===== config.mk =====
export PLATFORM = sky130hd
export DESIGN_NAME = power_rail_supervisor_display_core
export DESIGN_NICKNAME = d
export VERILOG_FILES = /design/src/rtl/core/prsd_pkg.sv /design/src/rtl/core/prsd_datapath.sv /design/src/rtl/core/prsd_ctrl.sv /design/src/rtl/core/power_rail_supervisor_display_core.sv
export VERILOG_INCLUDE_DIRS = /design/src /design/src/rtl/core
export SDC_FILE = /design/constraint.sdc
export NUM_CORES = 2
export LEC_CHECK = 0
export BUFFER_PORTS_ARGS = -buffer_cell sky130_fd_sc_hd__buf_4
export CELL_PAD_IN_SITES_DETAIL_PLACEMENT = 2
export CELL_PAD_IN_SITES_GLOBAL_PLACEMENT = 2
export CORE_ASPECT_RATIO = 1.5
export CORE_MARGIN = 1
export CORE_UTILIZATION = 45
export DETAILED_ROUTE_END_ITERATION = 8
export GPL_TIMING_DRIVEN = 0
export PLACE_DENSITY_LB_ADDON = 0.2
export SYNTH_ARGS = -nofsm -noshare
export SYNTH_HDL_FRONTEND = slang
export SYNTH_SLANG_ARGS = --single-unit

===== constraint.sdc =====
create_clock -name clk -period 25.5 [get_ports clk]
set_input_delay 6.375 -clock clk [delete_from_list [all_inputs] [get_ports clk]]
set_output_delay 6.375 -clock clk [all_outputs]
set_load 0.1 [all_outputs]

===== src/rtl/core/assert_macros.svh =====
// Assertion macros for the supervisor RTL
`ifndef ASSERT_MACROS_SVH
`define ASSERT_MACROS_SVH
// implication checked on every clock edge outside reset
`define CHK_IMPL(label, clk, rst_n, pre, post) \
	label: assert property (@(posedge clk) disable iff (!rst_n) (pre) |-> (post)) \
		else $error("check failed");
// implication whose consequent is checked in the cycle after its antecedent
`define CHK_NEXT(label, clk, rst_n, pre, post) \
	label: assert property (@(posedge clk) disable iff (!rst_n) (pre) |=> (post)) \
		else $error("check failed");
`endif


===== src/rtl/core/prsd_pkg.sv =====
// Types and constants of the power rail supervisor display
package prsd_pkg;
	typedef struct packed {
		logic [15:0] volt_sample;
		logic [15:0] current_sample;
		logic [15:0] temp_sample;
		logic        ext_fault;
	} in_t;

	typedef struct packed {
		logic [7:0] digit_0;
		logic [7:0] digit_1;
		logic [7:0] digit_2;
		logic [7:0] digit_3;
		logic       load_on;
		logic [2:0] fault_code;
	} out_t;

	localparam logic [2:0] REG_TEMP_LIMIT = 3'd0;
	localparam logic [2:0] REG_CURRENT_LIMIT = 3'd1;
	localparam logic [2:0] REG_VOLT_HIGH = 3'd2;
	localparam logic [2:0] REG_VOLT_LOW = 3'd3;
	localparam logic [2:0] REG_FAULT_HOLD = 3'd4;
	localparam logic [2:0] REG_EXT_HOLD = 3'd5;
	localparam logic [2:0] REG_COOLDOWN = 3'd6;
	localparam logic [2:0] REG_STARTUP = 3'd7;

	localparam logic [2:0] FC_NONE = 3'd0;
	localparam logic [2:0] FC_EXT = 3'd1;
	localparam logic [2:0] FC_VHIGH = 3'd2;
	localparam logic [2:0] FC_VLOW = 3'd3;
	localparam logic [2:0] FC_IHIGH = 3'd4;
	localparam logic [2:0] FC_TEMP = 3'd5;

	localparam logic [7:0] SYM_C = 8'd12;
	localparam logic [7:0] SYM_E = 8'd14;
	localparam logic [7:0] SYM_F = 8'd15;
	localparam logic [7:0] SYM_LC = 8'd17;
	localparam logic [7:0] SYM_R = 8'd19;
	localparam logic [7:0] SYM_BLANK = 8'd21;
	localparam logic [7:0] SYM_T = 8'd23;
	localparam logic [7:0] SYM_DASH = 8'd26;
	localparam logic [7:0] SYM_A = 8'hA;
	localparam logic [7:0] DOT = 8'h80;

	localparam logic [15:0] K_VOLT = 16'd2618;
	localparam logic [15:0] K_AMP = 16'd2940;
	localparam logic [15:0] K_TEMP = 16'd3330;
	localparam logic [31:0] T_OFFSET = 32'd600 << 16;
	localparam logic [13:0] SAT_MAX = 14'd9999;

	// datapath commands
	typedef enum logic [2:0] {
		DP_NONE,
		DP_LOAD,
		DP_MUL_V,
		DP_MUL_I,
		DP_MUL_T,
		DP_FAHR,
		DP_BCD
	} dp_op_t;

	typedef struct packed {
		dp_op_t     op;
		logic [1:0] bcd_sel;
	} dp_cmd_t;

	typedef struct packed {
		logic bcd_done;
	} dp_stat_t;

	function automatic logic [7:0] msg_digit(input logic [2:0] code, input logic [1:0] pos);
		logic [31:0] w;
		case (code)
			FC_EXT: w = {8'd11, 8'd10, 8'd13, 8'd21};
			FC_VHIGH: w = {8'd24, 8'd25, 8'd11, 8'd23};
			FC_VLOW: w = {8'd22, 8'd20, 8'd11, 8'd23};
			FC_IHIGH: w = {8'd24, 8'd25, 8'd12, 8'd19};
			FC_TEMP: w = {8'd24, 8'd20, 8'd23, 8'd21};
			FC_NONE: w = {8'd9, 8'd20, 8'd20, 8'd13};
			default: w = {8'd11, 8'd10, 8'd13, 8'd21};
		endcase
		return w[(3 - pos) * 8 +: 8];
	endfunction
endpackage


===== src/rtl/core/prsd_datapath.sv =====
// Filters, scalers and decimal converter of the supervisor
module prsd_datapath (
	input  logic                clk,
	input  logic                arst_n,
	input  prsd_pkg::in_t       req,
	input  prsd_pkg::dp_cmd_t   cmd,
	output prsd_pkg::dp_stat_t  stat,
	output logic [13:0]         volts,
	output logic [13:0]         amps,
	output logic signed [12:0]  deg,
	output logic [9:0]          fahr,
	output logic [3:0]          dig_q [4]
);
	logic [15:0] vf_q, if_q, tf_q;
	logic [31:0] prod;
	logic [15:0] mul_a, mul_b;
	logic [13:0] bcd_bin_q;
	logic [15:0] bcd_q;
	logic [15:0] bcd_adj;
	logic [3:0]  bcd_cnt_q;
	logic signed [32:0] dt;
	logic [9:0]  dclamp;

	function automatic logic [15:0] lp(input logic [15:0] old, input logic [15:0] x);
		logic [15:0] d;
		logic [15:0] q;
		d = (x >= old) ? x - old : old - x;
		q = 16'((32'(d) * 32'd43691) >> 17);
		return (x >= old) ? old + q : old - q;
	endfunction

	always_comb begin
		dclamp = deg[12] ? 10'd0 : (deg > 13'sd999 ? 10'd999 : deg[9:0]);
		case (cmd.op)
			prsd_pkg::DP_MUL_V: begin mul_a = vf_q; mul_b = prsd_pkg::K_VOLT; end
			prsd_pkg::DP_MUL_I: begin mul_a = if_q; mul_b = prsd_pkg::K_AMP; end
			prsd_pkg::DP_MUL_T: begin mul_a = tf_q; mul_b = prsd_pkg::K_TEMP; end
			default: begin mul_a = 16'(dclamp); mul_b = 16'd46; end
		endcase
		prod = mul_a * mul_b;
		dt = $signed({1'b0, prod}) - $signed({1'b0, prsd_pkg::T_OFFSET});
		for (int n = 0; n < 4; n++)
			bcd_adj[n * 4 +: 4] = (bcd_q[n * 4 +: 4] >= 4'd5) ? bcd_q[n * 4 +: 4] + 4'd3
				: bcd_q[n * 4 +: 4];
	end

	assign stat.bcd_done = (bcd_cnt_q == 4'd15);
	assign dig_q[0] = bcd_q[15:12];
	assign dig_q[1] = bcd_q[11:8];
	assign dig_q[2] = bcd_q[7:4];
	assign dig_q[3] = bcd_q[3:0];

	always_ff @(posedge clk or negedge arst_n) begin
		if (!arst_n) begin
			vf_q <= '0;
			if_q <= '0;
			tf_q <= '0;
			volts <= '0;
			amps <= '0;
			deg <= '0;
			fahr <= '0;
			bcd_bin_q <= '0;
			bcd_q <= '0;
			bcd_cnt_q <= '0;
		end else begin
			case (cmd.op)
				prsd_pkg::DP_LOAD: begin
					vf_q <= lp(vf_q, req.volt_sample);
					if_q <= lp(if_q, req.current_sample);
					tf_q <= lp(tf_q, req.temp_sample);
				end
				prsd_pkg::DP_MUL_V:
					volts <= (prod[31:16] > 16'(prsd_pkg::SAT_MAX)) ? prsd_pkg::SAT_MAX
						: prod[29:16];
				prsd_pkg::DP_MUL_I:
					amps <= (prod[31:16] > 16'(prsd_pkg::SAT_MAX)) ? prsd_pkg::SAT_MAX
						: prod[29:16];
				prsd_pkg::DP_MUL_T:
					deg <= 13'(dt >>> 16);
				prsd_pkg::DP_FAHR:
					fahr <= 10'((prod + 32'd8192) >> 8);
				prsd_pkg::DP_BCD: begin
					if (bcd_cnt_q == 4'd0) begin
						case (cmd.bcd_sel)
							2'd0: bcd_bin_q <= volts;
							2'd1: bcd_bin_q <= amps;
							2'd2: bcd_bin_q <= 14'(dclamp);
							default: bcd_bin_q <= 14'(fahr);
						endcase
						bcd_q <= '0;
						bcd_cnt_q <= 4'd1;
					end else if (bcd_cnt_q == 4'd15) begin
						bcd_cnt_q <= 4'd0;
					end else begin
						{bcd_q, bcd_bin_q} <= {bcd_adj[14:0], bcd_bin_q, 1'b0};
						bcd_cnt_q <= bcd_cnt_q + 4'd1;
					end
				end
				default: ;
			endcase
		end
	end
endmodule


===== src/rtl/core/prsd_ctrl.sv =====
// Sequencer and supervision state of the supervisor
`include "assert_macros.svh"
module prsd_ctrl (
	input  logic               clk,
	input  logic               arst_n,
	input  logic               in_valid,
	output logic               in_ready,
	input  logic               ext_fault,
	output logic               out_valid,
	input  logic               out_ready,
	input  logic               cfg_we,
	input  logic [2:0]         cfg_idx,
	input  logic [13:0]        cfg_data,
	output prsd_pkg::dp_cmd_t  cmd,
	input  prsd_pkg::dp_stat_t stat,
	input  logic [13:0]        volts,
	input  logic [13:0]        amps,
	input  logic signed [12:0] deg,
	input  logic [3:0]         dig [4],
	output logic [7:0]         shown_q [4],
	output logic               load_q,
	output logic [2:0]         code_q
);
	typedef enum logic [3:0] {
		S_IDLE, S_MV, S_MI, S_MT, S_FH, S_CHK, S_BCD, S_DISP, S_OUT
	} state_t;
	state_t state_q;

	logic [13:0] temp_lim_q, cur_lim_q, vhi_q, vlo_q;
	logic [7:0]  fhold_q, ehold_q, cool_ticks_q;
	logic [4:0]  grace_q;
	logic [7:0]  cool_q, hold_q;
	logic [2:0]  mode_q, dwell_q;
	logic        showerr_q, ext_q;

	logic [7:0] h;
	logic [2:0] c;
	logic       ld, cut;
	logic [7:0] cl;
	logic [3:0] d3 [4];

	assign in_ready = (state_q == S_IDLE);
	assign out_valid = (state_q == S_OUT);
	assign d3 = dig;

	always_comb begin
		h = hold_q;
		c = code_q;
		ld = load_q;
		cl = cool_q;
		cut = 1'b0;
		if (cool_q != 8'd0) begin
			cl = cool_q - 8'd1;
			if (cl == 8'd0)
				ld = 1'b1;
		end
		if (ext_q) begin
			if (h < ehold_q) h = ehold_q;
			c = prsd_pkg::FC_EXT;
			cut = 1'b1;
		end
		if (deg > $signed({1'b0, temp_lim_q[11:0]}) && temp_lim_q[13:12] == 2'd0
			|| 1'b0) begin
			if (h < fhold_q) h = fhold_q;
			c = prsd_pkg::FC_TEMP;
		end
		if (amps > cur_lim_q) begin
			if (h < fhold_q) h = fhold_q;
			c = prsd_pkg::FC_IHIGH;
			cut = 1'b1;
		end
		if (volts > vhi_q) begin
			if (h < fhold_q) h = fhold_q;
			c = prsd_pkg::FC_VHIGH;
			cut = 1'b1;
		end
		if (volts < vlo_q) begin
			if (h < fhold_q) h = fhold_q;
			c = prsd_pkg::FC_VLOW;
			cut = 1'b1;
		end
		if (cut) begin
			ld = 1'b0;
			cl = cool_ticks_q;
		end
	end

	always_comb begin
		cmd.op = prsd_pkg::DP_NONE;
		cmd.bcd_sel = 2'd0;
		case (state_q)
			S_IDLE: if (in_valid) cmd.op = prsd_pkg::DP_LOAD;
			S_MV: cmd.op = prsd_pkg::DP_MUL_V;
			S_MI: cmd.op = prsd_pkg::DP_MUL_I;
			S_MT: cmd.op = prsd_pkg::DP_MUL_T;
			S_FH: cmd.op = prsd_pkg::DP_FAHR;
			S_BCD: begin
				cmd.op = prsd_pkg::DP_BCD;
				case (mode_q)
					3'd1: cmd.bcd_sel = 2'd0;
					3'd5: cmd.bcd_sel = 2'd2;
					3'd6: cmd.bcd_sel = 2'd3;
					default: cmd.bcd_sel = 2'd1;
				endcase
			end
			default: ;
		endcase
	end

	always_ff @(posedge clk or negedge arst_n) begin
		if (!arst_n) begin
			state_q <= S_IDLE;
			temp_lim_q <= 14'd450;
			cur_lim_q <= 14'd1500;
			vhi_q <= 14'd1600;
			vlo_q <= 14'd1000;
			fhold_q <= 8'd120;
			ehold_q <= 8'd40;
			cool_ticks_q <= 8'd60;
			grace_q <= 5'd20;
			cool_q <= 8'd5;
			load_q <= 1'b0;
			hold_q <= '0;
			code_q <= prsd_pkg::FC_NONE;
			mode_q <= '0;
			dwell_q <= '0;
			showerr_q <= 1'b0;
			ext_q <= 1'b0;
			shown_q[0] <= 8'd1;
			shown_q[1] <= 8'd2;
			shown_q[2] <= 8'd3;
			shown_q[3] <= 8'd4;
		end else begin
			if (cfg_we) begin
				case (cfg_idx)
					prsd_pkg::REG_TEMP_LIMIT: temp_lim_q <= cfg_data;
					prsd_pkg::REG_CURRENT_LIMIT: cur_lim_q <= cfg_data;
					prsd_pkg::REG_VOLT_HIGH: vhi_q <= cfg_data;
					prsd_pkg::REG_VOLT_LOW: vlo_q <= cfg_data;
					prsd_pkg::REG_FAULT_HOLD: fhold_q <= cfg_data[7:0];
					prsd_pkg::REG_EXT_HOLD: ehold_q <= cfg_data[7:0];
					prsd_pkg::REG_COOLDOWN: cool_ticks_q <= cfg_data[7:0];
					prsd_pkg::REG_STARTUP: grace_q <= cfg_data[4:0];
					default: ;
				endcase
			end
			case (state_q)
				S_IDLE: if (in_valid) begin
					ext_q <= ext_fault;
					if (grace_q != 5'd0) begin
						grace_q <= grace_q - 5'd1;
						for (int k = 0; k < 4; k++)
							shown_q[k] <= (grace_q - 5'd1 > 5'd10) ? prsd_pkg::SYM_DASH
								: 8'(k == 0 ? 19 : k == 1 ? 5 : k == 2 ? 14 : 23);
						state_q <= S_OUT;
					end else begin
						state_q <= S_MV;
					end
				end
				S_MV: state_q <= S_MI;
				S_MI: state_q <= S_MT;
				S_MT: state_q <= S_FH;
				S_FH: state_q <= S_CHK;
				S_CHK: begin
					hold_q <= h;
					code_q <= c;
					load_q <= ld;
					cool_q <= cl;
					if (showerr_q) begin
						for (int k = 0; k < 4; k++)
							shown_q[k] <= prsd_pkg::msg_digit(c, 2'(k));
						state_q <= S_DISP;
					end else if (mode_q == 3'd0) begin
						if (h != 8'd0) begin
							shown_q[0] <= prsd_pkg::SYM_E;
							shown_q[1] <= prsd_pkg::SYM_R;
							shown_q[2] <= prsd_pkg::SYM_R;
							shown_q[3] <= 8'(c);
						end else begin
							for (int k = 0; k < 4; k++)
								shown_q[k] <= prsd_pkg::msg_digit(prsd_pkg::FC_NONE, 2'(k));
						end
						state_q <= S_DISP;
					end else if (mode_q == 3'd7) begin
						state_q <= S_DISP;
					end else begin
						state_q <= S_BCD;
					end
				end
				S_BCD: if (stat.bcd_done) begin
					case (mode_q)
						3'd1: begin
							shown_q[0] <= 8'(d3[0]);
							shown_q[1] <= 8'(d3[1]) | prsd_pkg::DOT;
							shown_q[2] <= 8'(d3[2]);
							shown_q[3] <= 8'(d3[3]);
						end
						3'd5: begin
							shown_q[0] <= 8'(d3[1]);
							shown_q[1] <= 8'(d3[2]) | prsd_pkg::DOT;
							shown_q[2] <= 8'(d3[3]);
							shown_q[3] <= prsd_pkg::SYM_LC;
						end
						3'd6: begin
							shown_q[0] <= (d3[1] == 4'd0) ? prsd_pkg::SYM_BLANK : 8'(d3[1]);
							shown_q[1] <= 8'(d3[2]);
							shown_q[2] <= 8'(d3[3]);
							shown_q[3] <= prsd_pkg::SYM_F;
						end
						default: begin
							if (amps >= 14'd1000) begin
								shown_q[0] <= 8'(d3[0]);
								shown_q[1] <= 8'(d3[1]) | prsd_pkg::DOT;
								shown_q[2] <= 8'(d3[2]);
							end else begin
								shown_q[0] <= 8'(d3[1]) | prsd_pkg::DOT;
								shown_q[1] <= 8'(d3[2]);
								shown_q[2] <= 8'(d3[3]);
							end
							shown_q[3] <= prsd_pkg::SYM_A;
						end
					endcase
					state_q <= S_DISP;
				end
				S_DISP: begin
					dwell_q <= dwell_q + 3'd1;
					if (dwell_q == 3'd7) begin
						if (hold_q != 8'd0 && !showerr_q) begin
							showerr_q <= 1'b1;
						end else begin
							showerr_q <= 1'b0;
							mode_q <= (mode_q >= 3'd6) ? 3'd0 : mode_q + 3'd1;
						end
					end
					if (hold_q != 8'd0) begin
						hold_q <= hold_q - 8'd1;
						if (hold_q == 8'd1)
							code_q <= prsd_pkg::FC_NONE;
					end
					state_q <= S_OUT;
				end
				S_OUT: if (out_ready) state_q <= S_IDLE;
				default: state_q <= S_IDLE;
			endcase
		end
	end

	`CHK_IMPL(a_code_range, clk, arst_n, 1'b1, code_q <= prsd_pkg::FC_TEMP)
	`CHK_IMPL(a_no_both, clk, arst_n, 1'b1, !(in_ready && out_valid))
	`CHK_NEXT(a_out_hold, clk, arst_n, out_valid && !out_ready, out_valid && $stable(code_q))
endmodule


===== src/rtl/core/power_rail_supervisor_display_core.sv =====
// Top level of the power rail supervisor display
//  channel | signals                      | direction
//  request | in_valid in_ready in_data    | in
//  result  | out_valid out_ready out_data | out
//  config  | cfg_we cfg_idx cfg_data      | in
// In start-up grace a request goes from S_IDLE straight to S_OUT, then waits for out_ready.
// After grace it passes S_MV, S_MI, S_MT, S_FH, S_CHK, S_BCD if a value is shown, S_DISP
// and S_OUT; the 14-step decimal conversion, with load and finish, sets the longest path.
// Reset clears filters, counters and limits to their defaults asynchronously.
// A stalled result holds the block; no new request is taken until it leaves.
module power_rail_supervisor_display_core (
	input  logic            clk,
	input  logic            arst_n,
	input  logic            in_valid,
	output logic            in_ready,
	input  prsd_pkg::in_t   in_data,
	output logic            out_valid,
	input  logic            out_ready,
	output prsd_pkg::out_t  out_data,
	input  logic            cfg_we,
	input  logic [2:0]      cfg_idx,
	input  logic [13:0]     cfg_data
);
	prsd_pkg::dp_cmd_t  cmd;
	prsd_pkg::dp_stat_t stat;
	logic [13:0] volts, amps;
	logic signed [12:0] deg;
	logic [9:0] fahr;
	logic [3:0] dig [4];
	logic [7:0] shown [4];
	logic load;
	logic [2:0] code;

	prsd_datapath u_dp (
		.clk, .arst_n, .req(in_data), .cmd, .stat,
		.volts, .amps, .deg, .fahr, .dig_q(dig)
	);

	prsd_ctrl u_ctrl (
		.clk, .arst_n, .in_valid, .in_ready, .ext_fault(in_data.ext_fault),
		.out_valid, .out_ready, .cfg_we, .cfg_idx, .cfg_data, .cmd, .stat,
		.volts, .amps, .deg, .dig, .shown_q(shown), .load_q(load), .code_q(code)
	);

	assign out_data = '{digit_0: shown[0], digit_1: shown[1], digit_2: shown[2],
		digit_3: shown[3], load_on: load, fault_code: code};
endmodule


# ---- Word level (Yosys, flattened, before mapping)
# Cells that the tools add are included.
dict set report classes {
  add_sub_neg 24
  n_bitwise 1
  order_cmp 21
  mul 4
  div 0
  n_eq_ne 42
  shift 0
  reduce_logical 37
  mux 85
}
# op count
set op_table {}
lappend op_table {{$pmux 32 s3} 2}
lappend op_table {{$mux 32} 5}
lappend op_table {{$pmux 29 s5} 1}
lappend op_table {{$mux 16} 8}
lappend op_table {{$mux 8} 13}
lappend op_table {{$mul 16x16->32 const B} 3}
lappend op_table {{$sub 16x16->16} 6}
lappend op_table {{$mux 4} 13}
lappend op_table {{$add 16x15->16} 3}
lappend op_table {{$ge 16x16->1} 3}
lappend op_table {{$pmux 16 s3} 1}
lappend op_table {{$sub 16x15->16} 3}
lappend op_table {{$mux 14} 3}
lappend op_table {{$pmux 14 s3} 1}
lappend op_table {{$lt 8x8->1} 5}
lappend op_table {{$mux 5} 8}
lappend op_table {{$eq 3x3->1 const B} 13}
lappend op_table {{$pmux 12 s3} 1}
lappend op_table {{$pmux 4 s9} 1}
lappend op_table {{$sub 28x26->29 const B} 1}
lappend op_table {{$gt 14x14->1} 2}
lappend op_table {{$mul 16x12->28} 1}
lappend op_table {{$mux 27} 1}
lappend op_table {{$mux 3} 9}
lappend op_table {{49 further kinds} 107}
dict set report totals {
  reg_bits 282
  latchBits 0
  wordCells 245
  in_bits 71
  romBits 0
  mem_bits_rw 0
  out_inout_bits 38
  n_memories 0
}

# ---- Logic depth before layout (Yosys ltp)
dict set report depth {
  depth_word 20
  mapped_depth 51
  ltp_nobuf 50
}

# ---- Cells and area by module
# Synthesis repeated with hierarchy kept, for this count alone.
dict set report unflattened {
  cells_unflattened 4897
  hier_area_um2 42580.8
}
# module area_per_inst_um2 seq_area_each_um2 cells_per_inst instances
set by_module_without_submodules {}
lappend by_module_without_submodules {prsd_datapath 32835.2 3228.1 3819 1}
lappend by_module_without_submodules {prsd_ctrl 9738.1 3527.1 1077 1}
lappend by_module_without_submodules {power_rail_supervisor_display_core 7.5 0.0 1 1}

# ---- Worst setup path before layout
# Ideal clock, no wire load.
dict set report synth_timing {
  kind {in2reg}
  startpoint {in in_data[1] (netlist name)}
  endpoint {reg u_dp.tf_q[15]}
  slack_ps 8891
  path_buffers 1
  setup_time_ps 80
  t_required_ps 25420
  cell_stages 47
  t_arrival_ps 16529
  path_cell_list {inv_1 ha_1 inv_1 fa_1 a21oi_1 a211oi_4 nor4b_4 o21ai_1 a21o_1 buf_4 mux2i_1 o21ai_1 a221oi_2 o311ai_1 a221oi_2 o31a_1 xnor2_1 ha_1 [11 not listed] a31o_2 a21o_1 a311oi_1 o211a_1 nor4b_2 a311o_1 nand3_1 xor2_1 ha_1 and3_1 a311oi_1 o21bai_1 a21o_1 a31oi_1 o21ai_0 xor2_1 nor2_1 xnor2_1}
}
dict set report synth_via {
  elab_chain_len 5
  elab_cells_between_ends 8
  classes_between {add/sub (4); mul (1); order compare (1); mux (2)}
}
# item line_no
set synth_lines {}
lappend synth_lines {{start: declaration} power_rail_supervisor_display_core.sv:16} ;# input prsd_pkg::in_t in_data,
lappend synth_lines {{$sub 16x16->16 / $ge 16x16->1 (equally long branches)} {prsd_datapath.sv:27, prsd_datapath.sv:29}}
lappend synth_lines {{$mux 16} prsd_datapath.sv:27} ;# d = (x >= old) ? x - old : old - x;
lappend synth_lines {{$mul 16x16->32} prsd_datapath.sv:28} ;# q = 16'((32'(d) * 32'd43691) >> 17);
lappend synth_lines {{$sub 16x15->16 / $add 16x15->16 (equally long branches)} prsd_datapath.sv:29} ;# return (x >= old) ? old + q : old - q;
lappend synth_lines {{$mux 16 *} prsd_datapath.sv:29}
lappend synth_lines {{end signal: assignment} prsd_datapath.sv:70} ;# tf_q <= lp(tf_q, req.temp_sample);
lappend synth_lines {{end: declaration} prsd_datapath.sv:14} ;# logic [15:0] vf_q, if_q, tf_q;
# Mark *: on every way between the ends. The rest lies on a longest branch, timed or not.
# A chain may end at the register's enable or synchronous reset.

# ---- Worst setup path after layout
# Ends and elaborated chain as after synthesis.

==> impl_metrics.tcl <==
set metrics [dict create \
    status "completed" \
    synthSimpleGateAreaFrac_pct 12.1 \
    cts-root-buf "clkbuf_16" \
    initial_core_util_pct 45.4 \
    synth-compound-area-share_pct 17.2 \
    required_ns 25.98 \
    maxSlewHeadroom_pct 9.15 \
    synthesis.instances 4713 \
    synth_top_area_cell "ha_1" \
    drt-wirelength-per-cell_um 26.8 \
    period_needed_ns 19.41 \
    hold_viol_final 0 \
    grt-ovfl-total 0 \
    core_sq_um 91700 \
    first_pass_iters 5 \
    num_vias 36466 \
    clk_pin_slew_ns 0.07 \
    setup_tns_ns 0 \
    yosysSeqAreaShare_pct 16.2 \
    rsz0062_at_grt "no" \
    critPathSlowestCell "a211oi_1" \
    die_w_um 250 \
    postCtsHoldBufs 0 \
    crit_top_cell "inv_1" \
    synth_flop_cell "dfrtp_1" \
    avgSynthCellArea_sq_um 8.84 \
    end_kind "flip-flop" \
    htree_levels 1 \
    synth_top_cells_by_count "inv_1 (743), ha_1 (713), fa_1 (363), nand2_1 (362), o21ai_0 (325)" \
    ys_async_sr_fraction_pct 100 \
    cts_buffers 31 \
    synth.distinct_cells 120 \
    synthXorXnorAreaFrac_pct 4.60 \
    max_stage_delay_ns 0.68 \
    synthAdderAreaFrac_pct 38.8 \
    synth_edf_count 0 \
    synthesis.area_sq_um 41700 \
    cts_tree "yes" \
    viasPerCell 6.02 \
    wl_um 162000 \
    area_growth_pct 8.13 \
    crit_fanout 10 \
    postCtsSetupRepairBufs 0 \
    cap_violations 0 \
    drtIter0Drc 1502 \
    gp_congestion 0.938 \
    die_h_um 375 \
    drt_drc_violations_left 0 \
    synth-seq-cells 268 \
    grt_pass1_wl_um 250000 \
    yosysMostFrequentCell "inv_1" \
    critPathTopFamily "compound AO/OA/AOI/OAI gates" \
    clock_path_buffers 3 \
    synth_top_area_share_pct 21.4 \
    maxSlewViolCount 0 \
    finalCritPeriodShare_pct 76.1 \
    antenna_found_initial 2 \
    synthTopCellsByArea "ha_1 (21%), fa_1 (17%), dfrtp_1 (14%)" \
    grt_start_max_net_pins 112 \
    dp_hpwl_um 136000 \
    skew_ns 0.0381 \
    fin_nets 6001 \
    worstMarginPinSlew_ns 1.36 \
    track_usage_pct 34.7 \
    cp.arrival_ns 19.89 \
    pin_count 109 \
    ant_nets 0 \
    synth_top_family_by_area "adder cells" \
    clock_sinks 268 \
    grt_pass1_vias 42853 \
    start_kind "input pin" \
    ctsResizeCount 0 \
    finalSetupViolCount 0 \
    core.rowCount 136 \
    critPathBufInv 9 \
    hp-class "flip-flop to flip-flop" \
    fmax_ghz 0.0515 \
    clock_latency_ns 0.64 \
    timing_worst_setup_path_type "input pin to flip-flop" \
    die-area_sq_um 93900 \
    yosysWarnings 0 \
    port_buffers 96 \
    drive_above_1_share_pct 7.62 \
    muxShareOfSynthArea_pct 2.78 \
]
[layer usage]
layer / vias up / GRT usage, % / part of all wire, %
met5: - / 0 / 0.0080
met4: 2 / 23.0 / 7.5
met3: 509 / 3.14 / 2.6
met2: 824 / 67.8 / 55
met1: 18781 / 34.3 / 35
li1: 16350 / - / -
[cells by family after synthesis]
family / Yosys count
adder cells (fa/ha/maj): 1076
flip-flops: 268
AND/OR/NAND/NOR: 1047
multiplexers: 108
buffers and inverters: 895
XOR/XNOR: 215
AO/OA/AOI/OAI: 1103
other: 1
[layout make-up]
type | count | area (sq um)
Antenna cell | 1 | 2.50
Buffer | 150 | 666
Clock buffer | 40 | 860
Clock inverter | 18 | 224
Fill cell | 10081 | 46700
Inverter | 745 | 2800
Multi-Input combinational cell | 3559 | 31500
Sequential cell | 268 | 6760
Tap cell | 1173 | 1470
Timing Repair Buffer | 99 | 795
[registers in the layout, indices dropped and copies added, names as in the netlist, 5 cells and up]
| name | cells |
|---|---|
| u_dp.volts | 12 |
| u_dp.bcd_bin_q | 14 |
| u_ctrl.cool_q | 8 |
| u_dp.vf_q | 16 |
| u_ctrl.ehold_q | 8 |
| u_ctrl.temp_lim_q | 14 |
| u_dp.if_q | 16 |
| u_dp.tf_q | 16 |
| u_dp.fahr | 10 |
| u_ctrl.fhold_q | 8 |
| u_dp.dig_q | 16 |
| u_ctrl.cur_lim_q | 14 |
| u_dp.amps | 12 |
| u_ctrl.shown_q | 22 |
| u_ctrl.vhi_q | 14 |
| u_ctrl.hold_q | 8 |
| u_ctrl.cool_ticks_q | 8 |
| u_dp.deg | 13 |
| u_ctrl.grace_q | 5 |
| u_ctrl.vlo_q | 14 |
[worst register-to-register path, delay by kind of cell, from the launching register on]
| family | cells | cell delay, ns |
|---|---|---|
| xor gates and xnor gates | 3 | 1.12 |
| AOI/OAI and AO/OA | 23 | 6.08 |
| and+or+nand+nor | 5 | 1.10 |
| adders and majority gates | 10 | 4.27 |
| DFF | 1 | 0.66 |
| buffers and inverters | 7 | 0.73 |
[placed cells by master (no fill, tap or decap), types with 34 or more instances in the layout]
master,count
inv_1,743
ha_1,713
fa_1,363
nand2_1,362
o21ai_0,325
a21oi_1,272
nor2_1,266
dfrtp_1,229
xnor2_1,126
a21o_1,116
buf_4,111
clkbuf_1,108
xor2_1,86
nor3_1,80
nand3_1,60
mux2_2,58
mux2i_1,49
nor2b_1,41
dfstp_2,39
o21bai_1,38
nand4_1,35
a31oi_1,34
[final timing paths]
path                                           startpoint  depth (start not counted)                             end  slack, ns
hold / removal             u_dp.bcd_bin_q[13]$_DFFE_PN0P_                          2  u_dp.bcd_bin_q[13]$_DFFE_PN0P_       0.48
setup reg to reg                 u_dp.tf_q[1]$_DFFE_PN0N_                         48       u_dp.tf_q[15]$_DFFE_PN0N_      11.42
hold reg to reg            u_dp.bcd_bin_q[13]$_DFFE_PN0P_                          2  u_dp.bcd_bin_q[13]$_DFFE_PN0P_       0.48
max in group asynchronous                          arst_n                          2  u_ctrl.shown_q[19]$_DFFE_PN0P_      18.61
setup / recovery                               in_data[1]                         51       u_dp.tf_q[15]$_DFFE_PN0N_       6.09
min in group asynchronous                          arst_n                          1       u_dp.tf_q[13]$_DFFE_PN0N_       5.73
[stage by stage]
step / utilization, % / setup slack, ns / area [sq um] / hold slack [ns] / cells
2_1_floorplan: - / 8.89 / 41700 / 0.438 / 4722
6_report: 49.1 / 6.09 / 45100 / 0.476 / 6053
4_1_cts: 49.1 / 6.25 / 45100 / 0.479 / 6052
3_3_place_gp: 47.9 / 6.38 / 43900 / 0.453 / 5991
3_5_place_dp: 48.0 / 5.95 / 44000 / 0.464 / 5994
5_1_grt: 49.1 / 5.59 / 45100 / 0.500 / 6053
Power is left out: the tool's default activity adds up to more than one toggle a clock period on the data nets, which glitch-free logic cannot reach.
